File: config.mk
export PLATFORM = sky130hd
export DESIGN_NAME = slb_front_flat
export DESIGN_NICKNAME = d
export VERILOG_FILES = /design/src/rtl/slb_pkg.sv /design/src/rtl/slb_in_if.sv /design/src/rtl/slb_front.sv /design/src/flat_wrapper.sv
export SDC_FILE = /design/constraint.sdc
export NUM_CORES = 1
export LEC_CHECK = 0
export BUFFER_PORTS_ARGS = -buffer_cell sky130_fd_sc_hd__buf_2
export CORE_MARGIN = 3
export CORE_UTILIZATION = 30
export CTS_CLUSTER_DIAMETER = 40
export DETAILED_ROUTE_END_ITERATION = 10
export PLACE_DENSITY_LB_ADDON = 0.25
export SLEW_MARGIN = 30
export SYNTH_ARGS = -nofsm -noshare
export SYNTH_HDL_FRONTEND = slang
export SYNTH_SLANG_ARGS = --single-unit
File: constraint.sdc
create_clock -name clk -period 9.2 [get_ports clk]
set_input_delay 0.92 -clock clk [delete_from_list [all_inputs] [get_ports clk]]
set_output_delay 0.92 -clock clk [all_outputs]
set_load 0.02 [all_outputs]
File: src/rtl/slb_pkg.sv
// Package for the spectrum band log averager: widths, item and state types, constants.
// No dependencies; every other file of the block imports it.
package slb_pkg;

  localparam int SAMPLE_W     = 24;
  localparam int FRAME_CFG_W  = 17;
  localparam int GROUP_CFG_W  = 13;
  localparam int PADDR_W      = 3;
  localparam int PDATA_W      = 32;
  localparam int BAND_W       = 16;
  localparam int LEVEL_W      = 18;
  localparam int LEVEL_FRAC_W = 8;

  // Magnitude carries 4 fraction bits: root of (re^2 + im^2) * 256.
  localparam int MAG_W = SAMPLE_W + 4;
  localparam int RAD_W = 2 * MAG_W;
  localparam int SQ_W  = 2 * SAMPLE_W;

  localparam int LOG_FRAC    = 20;
  localparam int MANT_W      = 31;
  localparam int LOG_C_W     = 29;
  localparam logic [LOG_C_W-1:0] LOG_C = 29'd505044526;
  localparam int ROUND_SHIFT = 44 - LEVEL_FRAC_W;

  localparam int QDEPTH = 4;
  localparam int QPTR_W = $clog2(QDEPTH);

  localparam logic [FRAME_CFG_W-1:0] FRAME_RESET = 17'd16384;
  localparam logic [GROUP_CFG_W-1:0] GROUP_RESET = 13'd512;

  typedef enum logic {
    REG_FRAME = 1'b0,
    REG_GROUP = 1'b1
  } slb_reg_t;

  typedef struct packed {
    logic signed [SAMPLE_W-1:0] real_part;
    logic signed [SAMPLE_W-1:0] imag_part;
    logic                       add_en;
    logic                       first;
    logic                       emit;
    logic                       last;
    logic [BAND_W-1:0]          band;
  } slb_item_t;

  typedef enum logic [3:0] {
    ST_IDLE,
    ST_SQUARE,
    ST_ADDSQ,
    ST_ROOT,
    ST_ACCUM,
    ST_CHECK,
    ST_DIVIDE,
    ST_NORM,
    ST_SQ_MUL,
    ST_SQ_CHK,
    ST_SCALE,
    ST_ROUND,
    ST_OUTPUT
  } slb_state_t;

endpackage

File: src/rtl/slb_in_if.sv
// Input channel interface: one complex spectrum value per word.
// Depends on slb_pkg.
interface slb_in_if import slb_pkg::*; ();
  logic                       valid;
  logic                       ready;
  logic signed [SAMPLE_W-1:0] real_part;
  logic signed [SAMPLE_W-1:0] imag_part;

  modport source (output valid, output real_part, output imag_part, input ready);
  modport sink   (input valid, input real_part, input imag_part, output ready);
endinterface

File: src/rtl/slb_front.sv
// Front end: accepts spectrum values, tracks frame position and band, classifies each word.
// Depends on slb_pkg and slb_in_if.
module slb_front import slb_pkg::*; #(
  parameter int POS_W = 16,
  parameter int FRM_W = 17,
  parameter int GRP_W = 13,
  parameter int OFF_W = 12
) (
  input  logic             clk,
  input  logic             rst_n,
  input  logic             restart,
  input  logic [FRM_W-1:0] frame_eff,
  input  logic [GRP_W-1:0] group_eff,
  slb_in_if.sink           in_ch,
  output logic             push,
  output slb_item_t        push_item,
  input  logic             full
);

  logic [POS_W-1:0]  pos_r, pos_nxt;
  logic [OFF_W-1:0]  off_r, off_nxt;
  logic [FRM_W-1:0]  bstart_r, bstart_nxt;
  logic [BAND_W-1:0] band_r, band_nxt;

  logic             acc;
  logic [FRM_W:0]   band_end;
  logic [FRM_W+1:0] next_end;
  logic             whole;
  logic             last;
  logic             add_en;
  logic             off_last;
  logic [FRM_W-1:0] pos_inc;
  logic             wrap;

  assign in_ch.ready = !full;
  assign acc         = in_ch.valid && in_ch.ready;

  // A band counts only while it ends inside the frame.
  assign band_end = {1'b0, bstart_r} + (FRM_W+1)'(group_eff);
  assign next_end = {1'b0, band_end} + (FRM_W+2)'(group_eff);
  assign whole    = band_end <= {1'b0, frame_eff};
  assign last     = next_end > {2'b00, frame_eff};
  assign add_en   = FRM_W'(pos_r) < (frame_eff >> 1);
  assign off_last = GRP_W'(off_r) == group_eff - GRP_W'(1);
  assign pos_inc  = FRM_W'(pos_r) + FRM_W'(1);
  assign wrap     = pos_inc >= frame_eff;

  assign push                = acc && whole;
  assign push_item.real_part = in_ch.real_part;
  assign push_item.imag_part = in_ch.imag_part;
  assign push_item.add_en    = add_en;
  assign push_item.first     = off_r == '0;
  assign push_item.emit      = off_last;
  assign push_item.last      = last;
  assign push_item.band      = band_r;

  always_comb begin
    pos_nxt    = pos_r;
    off_nxt    = off_r;
    bstart_nxt = bstart_r;
    band_nxt   = band_r;
    if (restart) begin
      pos_nxt    = '0;
      off_nxt    = '0;
      bstart_nxt = '0;
      band_nxt   = '0;
    end else if (acc) begin
      if (wrap) begin
        pos_nxt    = '0;
        off_nxt    = '0;
        bstart_nxt = '0;
        band_nxt   = '0;
      end else begin
        pos_nxt = pos_inc[POS_W-1:0];
        if (whole) begin
          if (off_last) begin
            off_nxt    = '0;
            bstart_nxt = band_end[FRM_W-1:0];
            band_nxt   = band_r + BAND_W'(1);
          end else begin
            off_nxt = off_r + OFF_W'(1);
          end
        end
      end
    end
  end

  always_ff @(posedge clk) begin
    if (!rst_n) begin
      pos_r    <= '0;
      off_r    <= '0;
      bstart_r <= '0;
      band_r   <= '0;
    end else begin
      pos_r    <= pos_nxt;
      off_r    <= off_nxt;
      bstart_r <= bstart_nxt;
      band_r   <= band_nxt;
    end
  end

`ifndef SYNTHESIS
  a_off_in_band: assert property (@(posedge clk) disable iff (!rst_n)
    GRP_W'(off_r) < group_eff)
    else $error("band offset reached the band length");
  a_band_tracks: assert property (@(posedge clk) disable iff (!rst_n)
    (acc && whole && off_last && !wrap && !restart) |=> (off_r == '0))
    else $error("band offset did not restart after the last word of a band");
  a_pos_in_frame: assert property (@(posedge clk) disable iff (!rst_n)
    FRM_W'(pos_r) < frame_eff)
    else $error("frame position ran past the frame length");
`endif

endmodule

File: src/flat_wrapper.sv
// flat-port wrapper written by rule: the top's interface ports become plain ports
module slb_front_flat import slb_pkg::*;
#(
  parameter int POS_W = 16,
  parameter int FRM_W = 17,
  parameter int GRP_W = 13,
  parameter int OFF_W = 12
)
  (clk, rst_n, restart, frame_eff, group_eff, push, push_item, full, in_ch_valid, in_ch_real_part, in_ch_imag_part, in_ch_ready);
  slb_in_if in_ch_i ();
  input  logic clk;
  input  logic rst_n;
  input  logic restart;
  input  logic [FRM_W-1:0] frame_eff;
  input  logic [GRP_W-1:0] group_eff;
  output logic push;
  output slb_item_t push_item;
  input  logic full;
  input wire logic [$bits(in_ch_i.valid)-1:0] in_ch_valid;
  input wire logic [$bits(in_ch_i.real_part)-1:0] in_ch_real_part;
  input wire logic [$bits(in_ch_i.imag_part)-1:0] in_ch_imag_part;
  output wire logic [$bits(in_ch_i.ready)-1:0] in_ch_ready;
  assign in_ch_i.valid = in_ch_valid;
  assign in_ch_i.real_part = in_ch_real_part;
  assign in_ch_i.imag_part = in_ch_imag_part;
  assign in_ch_ready = in_ch_i.ready;
  slb_front #(.POS_W(POS_W), .FRM_W(FRM_W), .GRP_W(GRP_W), .OFF_W(OFF_W)) u_core (.clk(clk), .rst_n(rst_n), .restart(restart), .frame_eff(frame_eff), .group_eff(group_eff), .in_ch(in_ch_i), .push(push), .push_item(push_item), .full(full));
endmodule
=== Word-level counts from Yosys, hierarchy flattened ===
Index checks and enable logic that the tools add are counted.

* Input port bits: 83
* Flip-flop bits (word level): 61
* Output and inout port bits: 70

* Order comparisons: 4
* Bitwise gates (word level): 1
* Reductions and logical operators: 9
* $add $sub $neg: 6
* Mux-type cells: 10
* Equality and inequality tests: 1

{| class="wikitable"
|+ Operators by type and width
! kind !! number
|-
| 16-bit two-way mux || 4
|-
| 17-bit two-way mux || 3
|-
| 12-bit two-way mux || 3
|-
| 18-bit by 13-bit adder with 19-bit output || 1
|-
| 19-bit by 17-bit > comparator with 1-bit output || 1
|-
| 17-bit by 13-bit adder with 18-bit output || 1
|-
| 18-bit by 17-bit <= comparator with 1-bit output || 1
|-
| 16-bit by 1-bit adder with 17-bit output, second input constant || 1
|-
| 17-bit >= comparator || 1
|-
| 16-bit by 1-bit adder with 16-bit output, second input constant || 1
|-
| 16-bit less-than comparator || 1
|-
| 12-bit by 13-bit == test with 1-bit output || 1
|-
| 13-bit by 1-bit subtractor with 13-bit output, second input constant || 1
|-
| 12-bit by 1-bit adder with 12-bit output, second input constant || 1
|-
| 12-bit logical NOT || 1
|-
| 2-bit nonzero test || 2
|-
| 3-bit AND reduction || 1
|-
| 1-bit logical AND || 2
|-
| 2-bit AND reduction || 1
|-
| 2-bit OR reduction || 1
|-
| 1-bit logical NOT || 1
|-
| 1-bit inverter || 1
|}

=== Longest topological paths before layout ===
* Depth in word-level cells: 5
* Depth in mapped cells: 27

=== Worst setup path after synthesis ===
Ideal clock, no wire load.

* Kind: input port to output port
* Start point: input group_eff[0]
* End point: output push_item[16] (netlist bit)
* Setup slack: 3.069 ns
* Data arrival time: 5.211 ns
* Buffers on the path: 1
* Cell stages on the path: 23
* Required time: 8.280 ns
* Cells stage by stage: ha_1 -> inv_1 -> fa_1 -> nor2b_1 -> o21bai_1 -> a31oi_1 -> o21a_1 -> o21a_1 -> or4b_2 -> o2111ai_1 -> ha_1 -> or3_1 -> o21ai_0 -> a21oi_1 -> a31oi_1 -> or3_1 -> xnor2_1 -> ha_1 -> nand2_1 -> or4_1 -> a21oi_1 -> o21ai_0 -> buf_4

* Longest elaborated chain between the ends: 3

{| class="wikitable"
|+ RTL lines
! what !! line !! text
|-
| start: declaration || flat_wrapper.sv:15 || <nowiki>input logic [GRP_W-1:0] group_eff;</nowiki>
|-
| 17-bit by 13-bit adder with 18-bit output || slb_front.sv:39 || <nowiki>assign band_end = {1'b0, bstart_r} + (FRM_W+1)'(group_eff);</nowiki>
|-
| 18-bit by 13-bit adder with 19-bit output * || slb_front.sv:40 || <nowiki>assign next_end = {1'b0, band_end} + (FRM_W+2)'(group_eff);</nowiki>
|-
| 19-bit by 17-bit > comparator with 1-bit output * || slb_front.sv:42 || <nowiki>assign last = next_end > {2'b00, frame_eff};</nowiki>
|-
| end: declaration || flat_wrapper.sv:17 || <nowiki>output slb_item_t push_item;</nowiki>
|}

Mark *: on every way between the ends. The rest lies on a longest branch, timed or not.

==> flow_metrics.tcl <==
set metrics [dict create \
    cts_tree "yes" \
    layout_common_cells "99 x ha_1, 61 x nor2_1, 61 x dfxtp_1" \
    yosysSeqAreaShare_pct 18.7 \
    wl_per_cell_um 16.1 \
    grt_start_max_net_pins 30 \
    post-route-period-util_pct 74.3 \
    synthFlopType "dfxtp_1" \
    routed_wl_um 17700 \
    stdcell_count 1099 \
    syn_area_per_cell_um2 7.91 \
    setup_viol 0 \
    worstPathArrival_ps 5920 \
    drt_first_pass_iters 5 \
    startpoint_type "input port" \
    relSlewSlack_pct 44.3 \
    worst-setup-path-type "in2out" \
    finClkSkew_ps 10.0 \
    dpl_worst_slack_ps 2370 \
    synth-async-reset-ratio_pct 0 \
    clk_latency_ps 350 \
    clkTransAtPathRegs_ps 60 \
    period_needed_ps 6840 \
    fillCellCount 2250 \
    antennaDiodeCount 0 \
    mostFrequentLayoutCell "ha_1" \
    max_freq_mhz 146 \
    syn_inst 824 \
    numCtsBuffers 9 \
    endpoint_kind "primary output" \
    worst-path-max-fanout 8 \
    synth_top_cell_by_area "ha_1" \
    yosysUniqueCellTypes 67 \
    core_region_area_um2 21200 \
    hold_viol 0 \
    dpl.cell_count 1083 \
    cts_resized 0 \
    dp_hpwl_um 13500 \
    max-cap-violations 0 \
    die_h_um 153 \
    syn_nets 1008 \
    dieArea_um2 23500 \
    synth_area_leaders "ha_1 19%, dfxtp_1 19%, xnor2_1 6.6%" \
    via_per_inst 5.27 \
    clockBufferDepth 2 \
    cts-hold-fix-buffers 0 \
    drc 0 \
    start_util_pct 30.8 \
    p_leak_nw 3.12 \
    p_per_area_nw_per_um2 115 \
    drt_iter0_markers 328 \
    gr-total-overflow 0 \
    setup_tns_ps 0 \
    worst_ir_drop_vdd_mv 0.0588 \
    crit_required_ps 8280 \
    io-pin-count 153 \
    rows 53 \
    area_growth_syn_to_layout_pct 7.98 \
    fin_ws_ps 2360 \
    worstMarginPinSlew_ps 833 \
    synth-seq-cells 61 \
    cts_sinks 61 \
    synth_top_cell_area_share_pct 19.0 \
    yosysWarnings 0 \
    hold_class "reg2reg" \
    port_buffers 56 \
    final_layout_size_suffix_gt1_share_pct 10.7 \
    antenna_found_initial 0 \
    synth-edff-count 0 \
    via_count 5789 \
    htree_levels 3 \
    antenna_left 0 \
    postCtsSetupRepairBufs 0 \
    status "completed" \
    grtUsageTotal_pct 14.6 \
    rsz0062_at_grt "no" \
    place.gp.congestion 0.816 \
    grt_pass1_wl_um 28300 \
    nNetsFinal 1003 \
    syn-cell-area_um2 6520 \
    grt_pass1_vias 5582 \
    die-width_um 153 \
    cts_root_buf "clkbuf_16" \
    slew_violations 0 \
]
## state kept, by name, indices dropped and copies added (netlist names)
register,count
u_core.bstart_r,17
u_core.band_r,16
u_core.pos_r,16
u_core.off_r,12
## final cells by class
| class | count | area (um^2) | share of cell area (%) |
|---|---|---|---|
| flip-flops and latches | 61 | 1220 | 17.3 |
| inverters | 44 | 166 | 2.36 |
| clock buffers | 10 | 239 | 3.39 |
| repair buffers | 61 | 318 | 4.51 |
| clock inverters | 6 | 86.3 | 1.23 |
| well taps | 275 | 344 | 4.89 |
| multi-input cells | 642 | 4660 | 66.3 |
## cell usage after synthesis, drive strengths merged (4+ instances only)
cell / instances
a211oi: 9
a21boi: 4
a21o: 24
a21oi: 60
a22o: 12
a22oi: 7
a31oi: 8
and2: 4
and3: 12
and4: 6
buf: 56
clkbuf: 21
dfxtp: 61
ha: 99
inv: 43
nand2: 50
nand2b: 10
nand3: 33
nand3b: 4
nand4: 16
nor2: 61
nor2b: 15
nor3: 8
nor4: 7
nor4b: 4
o211ai: 6
o21a: 8
o21ai: 42
o31ai: 9
or3: 11
or4: 10
xnor2: 49
xor2: 17
## critical path: stages
cell      delay, ps
buf_2           190
ha_1            200
inv_1            60
fa_1            390
nor2b_1         170
o21bai_1        100
a31oi_1         320
nor2_1          160
ha_1            370
a21o_1          220
or3_1           320
o211ai_1        230
nand2b_1         90
a21oi_1         210
o21ai_0         150
xor2_1          170
ha_1            300
a21o_1          160
a21o_1          170
a21o_1          170
a21o_1          160
a21oi_1         140
o31ai_1          90
a21oi_1         160
o21ai_0         130
buf_2           180
## per-layer routing
| metal | GRT usage, % | up-vias | wire length (um) |
|---|---|---|---|
| met5 | 0 | - | 0 |
| met4 | 4.08 | 0 | 257 |
| met3 | 2.55 | 16 | 711 |
| met2 | 24.5 | 106 | 8020 |
| met1 | 19.4 | 2727 | 8670 |
| li1 | - | 2940 | - |
## path summary, 6_finish.rpt
check,endpoint,depth (start not counted),start,slack [ps]
setup / recovery,push_item[16],26,group_eff[0],2360
hold / removal,u_core.bstart_r[5]$_SDFFE_PP0P_,1,u_core.bstart_r[5]$_SDFFE_PP0P_,480
setup reg to reg,u_core.band_r[14]$_SDFFE_PP0P_,21,u_core.bstart_r[0]$_SDFFE_PP0P_,3670
hold reg to reg,u_core.bstart_r[5]$_SDFFE_PP0P_,1,u_core.bstart_r[5]$_SDFFE_PP0P_,480
## where the power goes
group / leakage (nW) / switching, mW / internal, mW
combinational: 2.47 / 0.0922 / 0.0632
clock: 0.158 / 0.144 / 0.244
sequential: 0.491 / 0.000958 / 0.264
total: 3.12 / 0.238 / 0.572
## cells by family after synthesis
logic type	count (synthesis)	synth area share [%]
simple gates	259	21.1
xor+xnor	66	8.87
compound gates	214	21.3
fa+ha+maj	101	19.6
mux	2	0.326
buf+inv	121	10.1
flops	61	18.7
## per-stage QoR
stage	hold slack [ps]	area, um^2	power, mW	util (%)
2_1_floorplan	453	6520	0.410	-
3_3_place_gp	468	6700	0.426	31.7
3_5_place_dp	471	6700	0.426	31.7
4_1_cts	489	7020	0.819	33.2
5_1_grt	501	7040	0.850	33.3
6_report	482	7040	0.810	33.3
Note: power is estimated with default switching activity, not from simulation.
