## src/rtl/slb_pkg.sv

```systemverilog
// Package for the spectrum band log averager: widths, item and state types, constants.
// No dependencies; every other file of the block imports it.
package slb_pkg;

  localparam int SAMPLE_W     = 24;
  localparam int FRAME_CFG_W  = 17;
  localparam int GROUP_CFG_W  = 13;
  localparam int PADDR_W      = 3;
  localparam int PDATA_W      = 32;
  localparam int BAND_W       = 16;
  localparam int LEVEL_W      = 18;
  localparam int LEVEL_FRAC_W = 8;

  // Magnitude carries 4 fraction bits: root of (re^2 + im^2) * 256.
  localparam int MAG_W = SAMPLE_W + 4;
  localparam int RAD_W = 2 * MAG_W;
  localparam int SQ_W  = 2 * SAMPLE_W;

  localparam int LOG_FRAC    = 20;
  localparam int MANT_W      = 31;
  localparam int LOG_C_W     = 29;
  localparam logic [LOG_C_W-1:0] LOG_C = 29'd505044526;
  localparam int ROUND_SHIFT = 44 - LEVEL_FRAC_W;

  localparam int QDEPTH = 4;
  localparam int QPTR_W = $clog2(QDEPTH);

  localparam logic [FRAME_CFG_W-1:0] FRAME_RESET = 17'd16384;
  localparam logic [GROUP_CFG_W-1:0] GROUP_RESET = 13'd512;

  typedef enum logic {
    REG_FRAME = 1'b0,
    REG_GROUP = 1'b1
  } slb_reg_t;

  typedef struct packed {
    logic signed [SAMPLE_W-1:0] real_part;
    logic signed [SAMPLE_W-1:0] imag_part;
    logic                       add_en;
    logic                       first;
    logic                       emit;
    logic                       last;
    logic [BAND_W-1:0]          band;
  } slb_item_t;

  typedef enum logic [3:0] {
    ST_IDLE,
    ST_SQUARE,
    ST_ADDSQ,
    ST_ROOT,
    ST_ACCUM,
    ST_CHECK,
    ST_DIVIDE,
    ST_NORM,
    ST_SQ_MUL,
    ST_SQ_CHK,
    ST_SCALE,
    ST_ROUND,
    ST_OUTPUT
  } slb_state_t;

endpackage

```

## src/rtl/slb_fifo.sv

```systemverilog
// Short queue of classified words between the front end and the arithmetic back end.
// Depends on slb_pkg.
module slb_fifo import slb_pkg::*; (
  input  logic      clk,
  input  logic      rst_n,
  input  logic      push,
  input  slb_item_t push_item,
  output logic      full,
  input  logic      pop,
  output slb_item_t pop_item,
  output logic      not_empty
);

  slb_item_t         mem_r [QDEPTH];
  logic [QPTR_W-1:0] wp_r, wp_nxt;
  logic [QPTR_W-1:0] rp_r, rp_nxt;
  logic [QPTR_W:0]   cnt_r, cnt_nxt;

  assign full      = cnt_r == (QPTR_W+1)'(QDEPTH);
  assign not_empty = cnt_r != '0;
  assign pop_item  = mem_r[rp_r];

  always_comb begin
    wp_nxt  = push ? wp_r + QPTR_W'(1) : wp_r;
    rp_nxt  = pop ? rp_r + QPTR_W'(1) : rp_r;
    cnt_nxt = cnt_r;
    if (push && !pop) begin
      cnt_nxt = cnt_r + (QPTR_W+1)'(1);
    end else if (pop && !push) begin
      cnt_nxt = cnt_r - (QPTR_W+1)'(1);
    end
  end

  always_ff @(posedge clk) begin
    if (push) begin
      mem_r[wp_r] <= push_item;
    end
  end

  always_ff @(posedge clk) begin
    if (!rst_n) begin
      wp_r  <= '0;
      rp_r  <= '0;
      cnt_r <= '0;
    end else begin
      wp_r  <= wp_nxt;
      rp_r  <= rp_nxt;
      cnt_r <= cnt_nxt;
    end
  end

`ifndef SYNTHESIS
  a_no_overflow: assert property (@(posedge clk) disable iff (!rst_n)
    cnt_r <= (QPTR_W+1)'(QDEPTH))
    else $error("queue holds more words than its depth");
  a_no_underflow: assert property (@(posedge clk) disable iff (!rst_n)
    pop |-> not_empty)
    else $error("pop from an empty queue");
  a_push_not_full: assert property (@(posedge clk) disable iff (!rst_n)
    push |-> !full || pop)
    else $error("push into a full queue");
`endif

endmodule

```

## config.mk

```make
export PLATFORM = sky130hd
export DESIGN_NAME = slb_fifo
export DESIGN_NICKNAME = d
export VERILOG_FILES = /design/src/rtl/slb_pkg.sv /design/src/rtl/slb_fifo.sv
export SDC_FILE = /design/constraint.sdc
export NUM_CORES = 1
export LEC_CHECK = 0
export BUFFER_PORTS_ARGS = -buffer_cell sky130_fd_sc_hd__clkbuf_2
export CORE_MARGIN = 2
export CORE_UTILIZATION = 45
export DETAILED_ROUTE_END_ITERATION = 8
export SYNTH_ARGS = -nofsm -noshare
export SYNTH_HDL_FRONTEND = slang
export SYNTH_SLANG_ARGS = --single-unit
```

## constraint.sdc

```tcl
create_clock -name clk -period 2.9 [get_ports clk]
set_input_delay 0.58 -clock clk [delete_from_list [all_inputs] [get_ports clk]]
set_output_delay 0.58 -clock clk [all_outputs]
set_load 0.005 [all_outputs]
```

# [Word-level counts from Yosys, hierarchy flattened]
# Memory sizes are Yosys's and may differ from the RTL's. A register that Yosys moved wholly into a read port is not among the register bits.
# Index checks and enable logic that the tools add are counted.
[word_totals] ff_bits=7 out_inout_bits=70 inputBits=72 mem_bits_rw=272 mem_count=1 word_cells=21
[op_classes] n_reduce_logical=6 n_eq_ne=1 addsub=4 muxes=6
[memory_table] name="mem_r" depth=4 word_bits=68 read_ports=1 rd_ports_with_merged_regs=1 write_ports=1 line="slb_fifo.sv:14" text="slb_item_t mem_r [QDEPTH];"
[ops] op="$mux W3" count=2
[ops] op="$add A2 B1 Y2 const B" count=2
[ops] op="$mux W2" count=2
[ops] op="$add A3 B1 Y3 const B" count=1
[ops] op="$eq A3 B3 Y1 const B" count=1
[ops] op="$reduce_bool A3 Y1" count=1
[ops] op="$sub A3 B1 Y3 const B" count=1
[ops] op="$logic_and A1 B1 Y1" count=2
[ops] op="$logic_not A1 Y1" count=2
[ops] op="$mux W1" count=2
[ops] op="$reduce_bool A2 Y1" count=1

# [Logic depth before layout (Yosys ltp)]
# Gate-level depths: netlist (run 1).
[logic_depth] depth_word=4 depth_mapped=7

# [Least setup slack after synthesis (run 1)]
# Ideal clock, no wire load.
[synth_path] path_kind="input-to-reg" startpoint="input port push" endpoint="memory mem_r[0][0] (netlist name), enable pin" required_ns=2.467 t_arrival_ns=2.176 stages=1 path_slack_ns=0.291 n_path_buf=0 path_cell_list="and2_1"
[synth_via] elab_chain_cells=2
[synth_lines] item="start, declared" line="slb_fifo.sv:6" text="input logic push,"
[synth_lines] item="$mux W1" line="slb_fifo.sv:35" text="if (push) begin"
[synth_lines] item="$mux W1 (not written as such)" line="slb_fifo.sv:36" text="mem_r[wp_r] <= push_item;"
[synth_lines] item="end, declared" line="slb_fifo.sv:14"
# Every way passes these cells.

==> results of run 1 <==
[worst register-to-register path, stage by stage, from the launching register on]
cell	delay, ns
dfxtp_1	0.35
inv_1	0.10
ha_1	0.14
and2_4	0.43
buf_12	0.30
[path summary, 6_finish.rpt]
path	slack, ns	to	startpoint	cells after the start
max	0.24	pop_item[57]	flop	3
min	0.27	mem_r[0][4]	push_item[4]	1
max reg2reg	1.24	mem_r[0][18]	wp_r[0]	4
min reg2reg	0.54	cnt_r[2]	cnt_r[2]	2
[through the flow]
stage / cell area, um2 / util, % / power (uW) / hold WS (ns)
final: 12200 / 54.3 / 8730 / 0.273
after global routing: 12200 / 54.3 / 9080 / 0.258
after CTS: 12200 / 54.3 / 8860 / 0.249
after detailed placement: 11400 / 50.7 / 5640 / 0.536
after global placement: 11400 / 50.7 / 5610 / 0.478
after floorplan: 10300 / - / 5260 / 0.467
[layer usage]
layer / up-vias / GRT usage, % / share of wire, %
met2: 110 / 28.0 / 52
met4: 0 / 3.48 / 1.4
met5: - / 0 / 0
li1: 2053 / - / -
met3: 21 / 3.62 / 5.6
met1: 2411 / 20.1 / 41
[synthesized netlist by cell type]
cell type,instances,area (um2)
a21boi_0,1,7.51
and2_1,9,56.3
buf_12,3,60.1
buf_2,4,20.0
buf_4,4,30.0
buf_6,1,11.3
clkbuf_1,4,15.0
dfxtp_1,9,180
edfxtp_1,272,8170
fa_1,1,20.0
ha_1,5,62.6
inv_1,4,15.0
mux2i_1,2,20.0
mux4_2,68,1530
nand2_1,1,3.75
nor2b_1,2,12.5
nor3b_1,1,7.51
o21ai_0,1,5.00
or3_1,2,12.5
xnor2_1,2,17.5
xor2_1,3,26.3
[cell type report]
class / count / area, um2 / area share [%]
flip-flops and latches: 281 / 8360 / 68.4
multi-input cells: 98 / 1790 / 14.7
repair buffers: 156 / 881 / 7.21
clock buffers: 39 / 763 / 6.24
well taps: 285 / 357 / 2.92
clock inverters: 13 / 58.8 / 0.481
inverters: 4 / 15.0 / 0.123
[logic make-up (layout without fill, tap and decap cells)]
family	count (synthesis)	in the layout	synth area share, %
buffers and inverters	20	212	1.47
and+or+nand+nor	15	15	0.900
muxes	70	70	15.1
adders and majority gates	6	6	0.803
AOI/OAI and AO/OA	2	2	0.122
DFF	281	281	81.2
xor gates and xnor gates	5	5	0.426
[where the power goes]
group	internal (uW)	total (uW)	switching, uW
sequential	4660	4730	71.5
combinational	404	792	389
clock	1830	3210	1380
total	6890	8730	1840
[state kept, by name (all words and copies together) (netlist names), named ones only]
signal and cells:
cnt_r 3, mem_r 272, rp_r 2, wp_r 2
==> flow_metrics.py, run 1 <==
metrics = {
    "placement": {
        "gp_congestion": 0.734,
        "placed_cells": 824,
        "port_buffers": 141,
        "pre_cts_slack_ns": 0.722,
        "hpwl_um": 11500,
    },
    "clock_network": {
        "cts_buffers": 28,
        "post_cts_buffers": 0,
        "cts_max_level": 1,
        "clk_pin_slew_ns": 0.06,
        "clockBufferDepth": 3,
        "cts_resized": 0,
        "clkLatencyLatePin_ns": 0.52,
        "clockRootBuffer": "clkbuf_16",
        "clock-sinks": 281,
        "cts_hold_buf": 0,
        "cts_tree": "done",
    },
    "drt": {
        "vias": 4595,
        "via_per_inst": 5.25,
        "ant_nets": 0,
        "drc_errors": 0,
        "wire_per_inst_um": 21.4,
        "wl_um": 18700,
        "drtIter0Drc": 284,
        "first_pass_iters": 4,
    },
    "floorplanning": {
        "coreArea_um2": 22500,
        "dieArea_um2": 24100,
        "ios": 142,
        "dieHeight_um": 155,
        "initial_core_util_pct": 45.7,
        "die_w_um": 155,
        "placementRows": 55,
    },
    "grt": {
        "gr-total-overflow": 0,
        "grt_util_all_layers_pct": 15.8,
        "antenna_found_initial": 0,
        "first_global_vias": 4954,
        "grt_pass1_wl_um": 28600,
        "grt_max_degree": 40,
    },
    "logic_synthesis": {
        "syn_area_um2": 10300,
        "yosysSeqAreaShare_pct": 81.2,
        "yosys_warnings": 0,
        "synthDistinctLibCells": 21,
        "synth_area_per_cell_um2": 25.8,
        "synth-seq-cells": 281,
        "synth_nets": 477,
        "syn_inst": 399,
    },
    "layout": {
        "drive_above_1_share_pct": 44.7,
        "diodes": 0,
        "final_common_cell": "edfxtp_1",
        "nFillCells": 1742,
        "final_cells": 876,
        "layout_common_cells": "edfxtp_1, clkbuf_2, mux4_2",
        "layout.nets": 647,
        "syn2layout_area_growth_pct": 18.9,
    },
    "timing": {
        "hold_viol_final": 0,
        "rsz0062_at_grt": "false",
        "setup_viol": 0,
        "setup_ws_ns": 0.243,
        "clock_skew_ns": 0.00911,
        "fmax_mhz": 376,
        "finalCriticalPeriod_ns": 2.66,
        "tightest_slew_ns": 0.475,
        "slew_viol_final": 0,
        "relSlewSlack_pct": 68.4,
        "finalCritPeriodShare_pct": 91.6,
        "finalSetupTns_ns": 0,
    },
    "worst_setup_path": {
        "cp.buffers_inverters": 2,
        "crit_path_max_incr_delay_ns": 0.56,
        "cp_max_fo": 18,
        "startpoint_type": "flop",
        "path_class": "flop to output pin",
        "crit_family": "multiplexers",
        "path_cells": "buf_4 -> mux4_2 -> clkbuf_2",
        "crit_required_ns": 2.32,
        "crit_arrival_ns": 2.08,
        "endpoint_kind": "output pin",
        "cp_slowest_cell": "mux4_2",
    },
    "run": {
        "max_cap_violations": 0,
    },
    "hold_path": {
        "min_path_type": "input pin to flop",
    },
    "pwr": {
        "p_per_area_nw_per_um2": 714,
        "max-vdd-ir-drop_v": 0.000467,
        "p_leak_uw": 0.00417,
    },
    "status": {
        "outcome": "completed",
    },
}
No activity file was read; power rests on OpenSTA's default activity.
==> inputs of run 2 (changes only) <==
--- a/config.mk
+++ b/config.mk
@@ -5,6 +5,7 @@
 export SDC_FILE = /design/constraint.sdc
 export NUM_CORES = 1
 export LEC_CHECK = 0
+export ABC_AREA = 1
 export BUFFER_PORTS_ARGS = -buffer_cell sky130_fd_sc_hd__clkbuf_2
 export CORE_MARGIN = 2
 export CORE_UTILIZATION = 45
==> run 2 against run 1 <==
  * Final cell count grew 36%
  * Clock power up 15%
  * Combinational power decreased by 6.4%
  * Design area is 2.0% higher
  * Non-clock buffer count decreased by 1
  * Critical endpoint is now pop_item[31]
  * Largest power group unchanged
==> flow_metrics.py, run 2 <==
metrics = {
    "status": {
        "outcome": "completed",
    },
    "grt": {
        "grt_max_degree": 111,
        "grt_util_all_layers_pct": 18.3,
        "antenna_found_initial": 1,
        "first_global_vias": 6572,
        "grt_pass1_wl_um": 34400,
        "gr-total-overflow": 0,
    },
    "timing": {
        "slew_viol_final": 0,
        "tightest_slew_ns": 0.755,
        "fmax_mhz": 360,
        "clock_skew_ns": 0.0138,
        "hold_slack_ns": 0.262,
        "finalCritPeriodShare_pct": 95.8,
        "hold_viol_final": 0,
        "rsz0062_at_grt": "false",
        "finalCriticalPeriod_ns": 2.78,
        "finalSetupTns_ns": 0,
        "setup_viol": 0,
        "relSlewSlack_pct": 49.7,
    },
    "floorplanning": {
        "coreArea_um2": 22800,
        "placementRows": 55,
        "ios": 142,
        "initial_core_util_pct": 46.1,
        "dieHeight_um": 157,
        "die_w_um": 157,
        "dieArea_um2": 24600,
    },
    "layout": {
        "largest_register_ffs": 272,
        "layout_common_cells": "edfxtp_1, nor2_1, clkbuf_2",
        "final_common_cell": "edfxtp_1",
        "diodes": 0,
        "final_cells": 1192,
        "largest-register": "mem_r",
        "syn2layout_area_growth_pct": 18.6,
        "reg_top3": "mem_r: 272 flops, cnt_r: 3 flops",
        "ff_latch_area_um2": 8350,
        "drive_above_1_share_pct": 23.3,
        "layout.nets": 937,
        "nFillCells": 1874,
        "multi_input_area_um2": 1830,
    },
    "clock_network": {
        "clk_pin_slew_ns": 0.06,
        "clkLatencyLatePin_ns": 0.53,
        "cts_hold_buf": 0,
        "clock-sinks": 281,
        "cts_tree": "done",
        "clockBufferDepth": 3,
        "clockRootBuffer": "clkbuf_16",
        "cts_buffers": 29,
        "cts_max_level": 1,
    },
    "logic_synthesis": {
        "synth_area_per_cell_um2": 14.7,
        "yosys_most_used_dff": "edfxtp_1",
        "yosysSeqAreaShare_pct": 79.5,
        "yosys_warnings": 0,
        "synthDistinctLibCells": 21,
        "synth_edf_count": 272,
        "async_reset_ff_share_pct": 0,
        "synth.top_cell.area_share_pct": 77.7,
        "synth-seq-cells": 281,
        "syn_inst": 716,
        "synth.area.top_cells": "edfxtp_1, o21ai_0, nor2_1",
        "syn_area_um2": 10500,
        "synth_nets": 794,
        "post-synth-top-count-cell": "edfxtp_1",
        "yosys.area.top_type": "edfxtp_1",
        "synthTopCellsByCount": "edfxtp_1, nor2_1, o21ai_0, o22ai_1, inv_1",
    },
    "pwr": {
        "total_power_uw": 9120,
        "max-vdd-ir-drop_v": 0.000431,
        "p_per_area_nw_per_um2": 732,
        "p_leak_uw": 0.00443,
    },
    "drt": {
        "ant_nets": 0,
        "first_pass_iters": 4,
        "wire_per_inst_um": 18.8,
        "drtIter0Drc": 354,
        "vias": 6370,
        "via_per_inst": 5.34,
        "drc_errors": 0,
        "wl_um": 22400,
    },
    "worst_setup_path": {
        "startpoint_type": "flop",
        "cp_max_fo": 110,
        "endpoint_kind": "output pin",
        "crit_required_ns": 2.32,
        "crit_arrival_ns": 2.20,
        "path_class": "flop to output pin",
    },
    "placement": {
        "placed_cells": 1141,
        "hpwl_um": 12500,
        "port_buffers": 141,
        "gp_congestion": 0.728,
    },
    "run": {
        "max_cap_violations": 0,
    },
    "hold_path": {
        "min_path_type": "input pin to flop",
    },
}
run 2: changes by cell type after synthesis, moves of 5 or more:
cell / delta
nor2_1: +142
o21ai_0: +136
mux4_2: -68
o22ai_1: +68
inv_1: +11
and2_1: -9
buf_2: +9
clkbuf_2: +9
nand2_1: +9
buf_6: +8
clkbuf_1: +6
o21ai_1: +5
run 2: per-stage QoR:
step	setup slack, ns	area [um2]	utilization [%]
4_1_cts	0.106	12500	54.7
3_3_place_gp	0.704	11500	50.5
3_5_place_dp	0.679	11500	50.5
6_report	0.122	12500	54.7
2_1_floorplan	0.543	10500	-
5_1_grt	0.00856	12500	54.7
run 2: cells by family after synthesis:
family	count (synthesis)	synth area share, %
adder cells (fa/ha/maj)	6	0.786
buffers and inverters	60	3.17
flip-flops	281	79.5
AND/OR/NAND/NOR	155	5.59
AO/OA/AOI/OAI	214	11.0
run 2: path summary, 6_finish.rpt:
path / from / endpoint / slack, ns / depth (start not counted)
max: flop / pop_item[31] / 0.12 / 4
min: push_item[1] / mem_r[0][1] / 0.26 / 1
max reg2reg: wp_r[0] / mem_r[2][53] / 1.31 / 5
min reg2reg: rp_r[1] / flop / 0.43 / 1
run 2: area by class of cell:
| cell class | instances | area share [%] |
|---|---|---|
| timing repair buffer | 155 | 6.97 |
| clock buffer | 34 | 5.97 |
| tap | 313 | 3.14 |
| clock inverter | 17 | 1.65 |
| multi-input combinational | 375 | 14.6 |
| inverter | 17 | 0.612 |
| sequential | 281 | 67.0 |
run 2: worst max-delay path, stage by stage (launching register included):
cell      delay, ns
dfxtp_4        0.56
buf_16         0.35
o21ai_0        0.19
o22ai_1        0.27
clkbuf_2       0.16
run 2: what timing repair did:
| item | in CTS | in global routing |
|---|---|---|
| resized for setup | 0 | 2 |
| buffers inserted | 0 | 0 |
| endpoints found under the setup margin | 0 | 3 |
run 2: where the power goes:
part	internal [uW]	switching, uW
Clock	2260	1430
Combinational	262	479
Sequential	4640	50.5
run 2: metal layers:
| metal | up-vias | routed length, um | global-route usage, % |
|---|---|---|---|
| met5 | - | 13 | 0 |
| met4 | 2 | 516 | 4.72 |
| met3 | 36 | 1240 | 3.99 |
| met2 | 161 | 11100 | 31.8 |
| met1 | 3197 | 9550 | 23.2 |
| li1 | 2974 | - | - |
